`src/cfe_pkg.sv`:
```
// Shared constants and types for the CRC-8 framed byte encoder.
package cfe_pkg;

   localparam logic [7:0] SYNC_FIRST   = 8'h55;
   localparam logic [7:0] SYNC_SECOND  = 8'hAA;
   localparam logic [7:0] CRC_INIT     = 8'hFF;
   localparam logic [7:0] CRC_POLY     = 8'h31;
   localparam logic [7:0] CRC_TOP      = 8'h80;
   localparam logic [7:0] LENGTH_RESET = 8'd14;

   // Everything one accepted item sends out: optional header, data, optional crc
   typedef struct packed {
      logic       with_header;
      logic [7:0] length_byte;
      logic [7:0] data_byte;
      logic       with_crc;
      logic [7:0] crc_byte;
   } burst_type;

endpackage

```
`src/cfe_crc_fold.sv`:
```
// Folds one byte into a CRC-8 (poly 0x31, MSB first, not reflected).
module cfe_crc_fold (
   input  logic [7:0] crc_cur,
   input  logic [7:0] data_byte,
   output logic [7:0] crc_next
);

   // Shift the byte through the polynomial, one bit per step
   always_comb begin
      logic [7:0] v;
      v = crc_cur ^ data_byte;
      for (int i = 0; i < 8; i++) begin
         if ((v & cfe_pkg::CRC_TOP) != 8'h00) begin
            v = (v << 1) ^ cfe_pkg::CRC_POLY;
         end else begin
            v = v << 1;
         end
      end
      crc_next = v;
   end

endmodule

```
`src/cfe_out_seq.sv`:
```
// Output register that walks the bytes of one item's burst onto the result channel.
module cfe_out_seq (
   input  logic                clock,
   input  logic                reset,
   input  logic                load_valid,
   input  cfe_pkg::burst_type  load_burst,
   output logic                load_ready,
   output logic                rsp_valid,
   input  logic                rsp_ready,
   output logic [7:0]          rsp_frame_byte,
   output logic                rsp_last_of_run,
   output logic                rsp_end_of_frame
);

   typedef enum logic [2:0] {
      SLOT_SYNC1,
      SLOT_SYNC2,
      SLOT_LEN,
      SLOT_DATA,
      SLOT_CRC
   } slot_type;

   logic               valid_ff, valid_in;
   slot_type           slot_ff, slot_in;
   cfe_pkg::burst_type burst_ff, burst_in;
   slot_type           slot_step;
   slot_type           slot_first;
   logic               is_last;
   logic               take;
   logic               load;

   // Pick the byte for the current slot
   always_comb begin
      unique case (slot_ff)
         SLOT_SYNC1: rsp_frame_byte = cfe_pkg::SYNC_FIRST;
         SLOT_SYNC2: rsp_frame_byte = cfe_pkg::SYNC_SECOND;
         SLOT_LEN:   rsp_frame_byte = burst_ff.length_byte;
         SLOT_DATA:  rsp_frame_byte = burst_ff.data_byte;
         SLOT_CRC:   rsp_frame_byte = burst_ff.crc_byte;
         default:    rsp_frame_byte = burst_ff.data_byte;
      endcase
   end

   // Advance through the slots
   always_comb begin
      unique case (slot_ff)
         SLOT_SYNC1: slot_step = SLOT_SYNC2;
         SLOT_SYNC2: slot_step = SLOT_LEN;
         SLOT_LEN:   slot_step = SLOT_DATA;
         SLOT_DATA:  slot_step = SLOT_CRC;
         SLOT_CRC:   slot_step = SLOT_CRC;
         default:    slot_step = SLOT_CRC;
      endcase
   end

   assign is_last          = (slot_ff == SLOT_CRC) ||
                             ((slot_ff == SLOT_DATA) && !burst_ff.with_crc);
   assign rsp_valid        = valid_ff;
   assign rsp_last_of_run  = is_last;
   assign rsp_end_of_frame = (slot_ff == SLOT_CRC);
   assign take             = valid_ff && rsp_ready;
   assign load_ready       = !valid_ff || (take && is_last);
   assign load             = load_valid && load_ready;
   assign slot_first       = load_burst.with_header ? SLOT_SYNC1 : SLOT_DATA;

   // Load a new burst, step on each taken byte, drop after the last
   always_comb begin
      valid_in = valid_ff;
      slot_in  = slot_ff;
      burst_in = burst_ff;
      if (load) begin
         valid_in = 1'b1;
         slot_in  = slot_first;
         burst_in = load_burst;
      end else if (take) begin
         if (is_last) begin
            valid_in = 1'b0;
         end else begin
            slot_in = slot_step;
         end
      end
   end

   always_ff @(posedge clock) begin
      if (reset) begin
         valid_ff <= 1'b0;
         slot_ff  <= SLOT_DATA;
      end else begin
         valid_ff <= valid_in;
         slot_ff  <= slot_in;
      end
      burst_ff <= burst_in;
   end

   a_eof_is_last: assert property (@(posedge clock) disable iff (reset)
      valid_ff && rsp_end_of_frame |-> rsp_last_of_run)
      else $error("crc byte not marked as last of run");

   a_header_start: assert property (@(posedge clock) disable iff (reset)
      load && load_burst.with_header |=> valid_ff && (slot_ff == SLOT_SYNC1))
      else $error("burst with header did not start at first sync byte");

   a_drain: assert property (@(posedge clock) disable iff (reset)
      take && is_last && !load_valid |=> !valid_ff)
      else $error("output stayed valid after last byte of run");

   a_crc_only_if_flagged: assert property (@(posedge clock) disable iff (reset)
      valid_ff && (slot_ff == SLOT_CRC) |-> burst_ff.with_crc)
      else $error("crc slot reached without crc");

endmodule

```
`src/crc8_frame_encoder_top.sv`:
```
// Top level of the CRC-8 framed byte encoder: frame state, length register, output.
// The first result of an item is registered and shown in the cycle after the item is accepted.
// One item per cycle for a mid-frame byte while rsp_ready is high; the single output register
// sends one byte per cycle and sends a frame's first byte as sync, sync, length, data, its last
// byte as data, crc and the byte of a one-byte frame as sync, sync, length, data, crc.
// Reset: position 0, crc 0xFF, payload length 14, output register empty.
module crc8_frame_encoder_top (
   input  logic       clock,
   input  logic       reset,
   input  logic       req_valid,
   output logic       req_ready,
   input  logic [7:0] req_payload_byte,
   output logic       rsp_valid,
   input  logic       rsp_ready,
   output logic [7:0] rsp_frame_byte,
   output logic       rsp_last_of_run,
   output logic       rsp_end_of_frame,
   input  logic       csr_valid,
   output logic       csr_ready,
   input  logic [7:0] csr_payload_length
);

   logic [7:0]         length_ff, length_in;
   logic [7:0]         position_ff, position_in;
   logic [7:0]         crc_ff, crc_in;
   logic [7:0]         crc_folded;
   logic [8:0]         next_count;
   logic               frame_done;
   logic               accept;
   cfe_pkg::burst_type burst;

   assign csr_ready = 1'b1;

   cfe_crc_fold u_crc_fold (
      .crc_cur   (crc_ff),
      .data_byte (req_payload_byte),
      .crc_next  (crc_folded)
   );

   // Frame ends when the count reaches the length; a length of zero means 256
   assign next_count = {1'b0, position_ff} + 9'd1;
   assign frame_done = (length_ff == 8'd0) ? next_count[8]
                                           : (next_count >= {1'b0, length_ff});
   assign accept     = req_valid && req_ready;

   // Build the burst for this item
   always_comb begin
      burst.with_header = (position_ff == 8'd0);
      burst.length_byte = length_ff;
      burst.data_byte   = req_payload_byte;
      burst.with_crc    = frame_done;
      burst.crc_byte    = crc_folded;
   end

   // Advance frame state on each accepted item, restart after the crc
   always_comb begin
      length_in   = (csr_valid && csr_ready) ? csr_payload_length : length_ff;
      position_in = position_ff;
      crc_in      = crc_ff;
      if (accept) begin
         if (frame_done) begin
            position_in = 8'd0;
            crc_in      = cfe_pkg::CRC_INIT;
         end else begin
            position_in = next_count[7:0];
            crc_in      = crc_folded;
         end
      end
   end

   always_ff @(posedge clock) begin
      if (reset) begin
         length_ff   <= cfe_pkg::LENGTH_RESET;
         position_ff <= 8'd0;
         crc_ff      <= cfe_pkg::CRC_INIT;
      end else begin
         length_ff   <= length_in;
         position_ff <= position_in;
         crc_ff      <= crc_in;
      end
   end

   cfe_out_seq u_out_seq (
      .clock            (clock),
      .reset            (reset),
      .load_valid       (req_valid),
      .load_burst       (burst),
      .load_ready       (req_ready),
      .rsp_valid        (rsp_valid),
      .rsp_ready        (rsp_ready),
      .rsp_frame_byte   (rsp_frame_byte),
      .rsp_last_of_run  (rsp_last_of_run),
      .rsp_end_of_frame (rsp_end_of_frame)
   );

   a_restart: assert property (@(posedge clock) disable iff (reset)
      accept && frame_done |=> (position_ff == 8'd0) && (crc_ff == cfe_pkg::CRC_INIT))
      else $error("frame state did not restart after crc");

   a_hold: assert property (@(posedge clock) disable iff (reset)
      !accept |=> $stable(position_ff) && $stable(crc_ff))
      else $error("frame state moved without an accepted item");

   a_crc_fresh: assert property (@(posedge clock) disable iff (reset)
      position_ff == 8'd0 |-> crc_ff == cfe_pkg::CRC_INIT)
      else $error("crc not at initial value at start of frame");

endmodule
```
`config.mk`:
```
export PLATFORM = sky130hd
export DESIGN_NAME = crc8_frame_encoder_top
export DESIGN_NICKNAME = d
export VERILOG_FILES = /design/src/cfe_pkg.sv /design/src/cfe_crc_fold.sv /design/src/cfe_out_seq.sv /design/src/crc8_frame_encoder_top.sv
export SDC_FILE = /design/constraint.sdc
export NUM_CORES = 1
export LEC_CHECK = 0
export BUFFER_PORTS_ARGS = -buffer_cell sky130_fd_sc_hd__buf_4
export CAP_MARGIN = 10
export CORE_MARGIN = 5
export CORE_UTILIZATION = 55
export DETAILED_ROUTE_END_ITERATION = 8
export PLACE_DENSITY = 0.76
export SLEW_MARGIN = 15
export SYNTH_ARGS = -nofsm -noshare
export SYNTH_HDL_FRONTEND = slang
export SYNTH_SLANG_ARGS = --single-unit
```
`constraint.sdc`:
```
create_clock -name clock -period 7.06 [get_ports clock]
set_clock_uncertainty 0.1 [all_clocks]
set_input_delay 0.706 -clock clock [delete_from_list [all_inputs] [get_ports clock]]
set_output_delay 0.706 -clock clock [all_outputs]
set_load 0.1 [all_outputs]
```
==> results.toml <==
[run_status]
status = "finished clean"

[drt]
totalWireLength_mm = 5.45
dr.pass1.iters = 4
wl_met3_um = 359
wl_met2_mm = 2.38
wl_per_cell_um = 15.5
drtAntennaViolNets = 0
vias_per_cell = 5.46
met1_length_mm = 2.64
vias = 1916
drcViolationCount = 0
drt_iter0_drc = 162
dr.max_layer_used = "met4"

[cts]
path_clk_slew_ns = 0.09
cts_hold_buf = 0
cts_setup_buffers = 0
clk_latency_ns = 0.31
clock_path_buffers = 2
htreeDepth = 2
cts_sinks = 53
post_cts_resized = 0
cts_root_buf = "clkbuf_8"
cts_tree = "built"
cts_inserted_buffers = 5

[timing]
rsz0062_at_grt = "no"
post-route-period-util = 0.409
hold_violations = 0
drv_slew = 0
max_clock_freq_mhz = 346
slew_headroom = 0.345
fin_crit_ns = 2.89
setup_viol = 0
worst_pin_slew_ns = 0.982
setup-tns-final_ns = 0

[layout]
fillers = 404
final_common_cell = "buf_4"
final_nets = 314
area_growth_pct = 14.2
instances_no_fill = 351
antenna_cells = 0
drive_gt1_frac = 0.183
layout_common_cells = "buf_4 (32), dfxtp_1 (28), edfxtp_1 (25), nand2_1 (21), inv_1 (15)"

[die]
die_area_mm2 = 0.00642
die_w_um = 80.1
core-area_mm2 = 0.00475
die_h_um = 80.1
num_rows = 25
initial_utilization = 0.569
ios = 34

[synth]
synthArstFlopShare = 0
synth_seq_cells = 53
synth_nets = 283
syn_area_mm2 = 0.00271
synth_edf_count = 25
synthCells = 252
synth_area_per_cell_um2 = 10.7
ys.flop_type = "dfxtp_1"
synth_cell_types = 50
ys_warn_count = 0
synth-seq-area-share = 0.485

[worst_setup_path]
startpoint_type = "flip-flop"
cp_data_required_time_ns = 7.16
cp_slowest_stage_delay_ns = 0.45
critPathCaptureType = "flip-flop"
critPathBufInv = 0
cp_top_family = "compound AO/OA/AOI/OAI gates"
critPathSlowestCell = "dfxtp_1"
crit_type = "reg2reg"
cpMostUsedCell = "ha_1"
crit_arrival_ns = 2.99
crit_chain = "ha_1, nand3_1, o21a_1, or2_1, ha_1, nand4_1, nor2_1, a2111oi_4, o21ai_2, o22a_1"
critPathMaxFanout = 8

[placed_design]
io_buffers = 32
place.gp.congestion = 0.884
hpwl_mm = 4.23
placed_cells = 343

[power]
powerDensity_mw_per_mm2 = 314
vdd_ir_drop_max_v = 0.000247
power.leakage_nw = 1.24
power.total_uw = 971

[global_route]
grt_max_degree = 27
grt_pass1_vias = 1823
antenna_found_initial = 0
groute.usage.overall = 0.187
grt_pass1_wl_mm = 9.11
grt-ovfl-total = 0

[flow_run]
drv_cap = 0

[min_path]
hp-class = "reg2reg"
## layer usage
| metal | vias up | track usage |
|---|---|---|
| li1 | 980 | - |
| met1 | 879 | 0.263 |
| met2 | 51 | 0.290 |
| met3 | 6 | 0.0392 |
| met4 | 0 | 0.0557 |
| met5 | - | 0 |
## stage by stage
step	hold WS, ns	setup slack, ns	cell area (um^2)	utilization
floorplan	0.331	3.83	2710	-
detailed placement	0.352	4.19	2990	0.630
global route	0.382	3.87	3090	0.650
global placement	0.351	4.26	2990	0.630
CTS	0.373	4.17	3090	0.650
finish	0.370	4.17	3090	0.650
## worst paths after layout
path	slack [ns]	cells past startpoint	startpoint	to
min reg2reg	0.37	0	length_ff[2]	u_out_seq.burst_ff[19]
max reg2reg	4.17	10	position_ff[0]	crc_ff[1]
max	4.17	10	position_ff[0]	crc_ff[1]
min	0.37	0	length_ff[2]	u_out_seq.burst_ff[19]
## cells by family (layout without fill, tap and decap cells)
family          Yosys count  count (layout)  synth area share
compound gates           65              65             0.181
xor+xnor                 24              24            0.0916
fa+ha+maj                10              10            0.0463
buf+inv                  23              55            0.0338
flops                    53              53             0.485
mux                       5               5            0.0185
other cells               1               1           0.00139
simple gates             71              71             0.142
## registers in the layout, indices dropped and copies added (netlist names)
name,cells
length_ff,8
position_ff,8
crc_ff,8
u_out_seq.rsp_valid,1
u_out_seq.slot_ff,3
u_out_seq.burst_ff,25
## where the power goes
| part | switching, mW | internal [mW] | leakage, nW | total [mW] |
|---|---|---|---|---|
| Clock | 0.101 | 0.0797 | 0.0512 | 0.181 |
| Combinational | 0.218 | 0.137 | 0.718 | 0.355 |
| Sequential | 0.0349 | 0.400 | 0.469 | 0.435 |
| Total | 0.354 | 0.617 | 1.24 | 0.971 |
## final cells by class
cell class	count	area, um^2	share of cell area
flip-flops and latches	53	1310	0.424
multi-input cells	176	1300	0.421
repair buffers	32	240	0.0777
well taps	67	83.8	0.0271
clock buffers	6	82.6	0.0267
inverters	15	56.3	0.0182
clock inverters	2	13.8	0.00445
## worst reg2reg max path, stage by stage (launching register included)
cell and delay (ns):
dfxtp_1 0.45, ha_1 0.23, nand3_1 0.17, o21a_1 0.24, or2_1 0.23, ha_1 0.28, nand4_1 0.09, nor2_1 0.07
a2111oi_4 0.44, o21ai_2 0.23, o22a_1 0.25
## synth_stat cells, types with 4 or more instances
| cell | count | area, um^2 |
|---|---|---|
| nand2_1 | 21 | 78.8 |
| nor2_1 | 14 | 52.6 |
| ha_1 | 10 | 125 |
| xor2_1 | 6 | 52.6 |
| a22oi_1 | 4 | 30.0 |
| o22a_1 | 7 | 61.3 |
| inv_1 | 15 | 56.3 |
| xnor2_1 | 13 | 114 |
| mux2i_1 | 5 | 50.1 |
| nor2b_1 | 5 | 31.3 |
| o21ai_1 | 9 | 45.0 |
| nand3_1 | 7 | 35.0 |
| dfxtp_1 | 28 | 561 |
| a22o_1 | 4 | 35.0 |
| or2_1 | 5 | 31.3 |
| a21oi_1 | 4 | 20.0 |
| edfxtp_1 | 25 | 751 |
| o211ai_1 | 8 | 60.1 |
| clkbuf_1 | 6 | 22.5 |
| o21a_1 | 5 | 37.5 |
| o21ai_0 | 5 | 25.0 |
| o22ai_1 | 5 | 31.3 |
No activity file was read; power rests on OpenSTA's default activity.
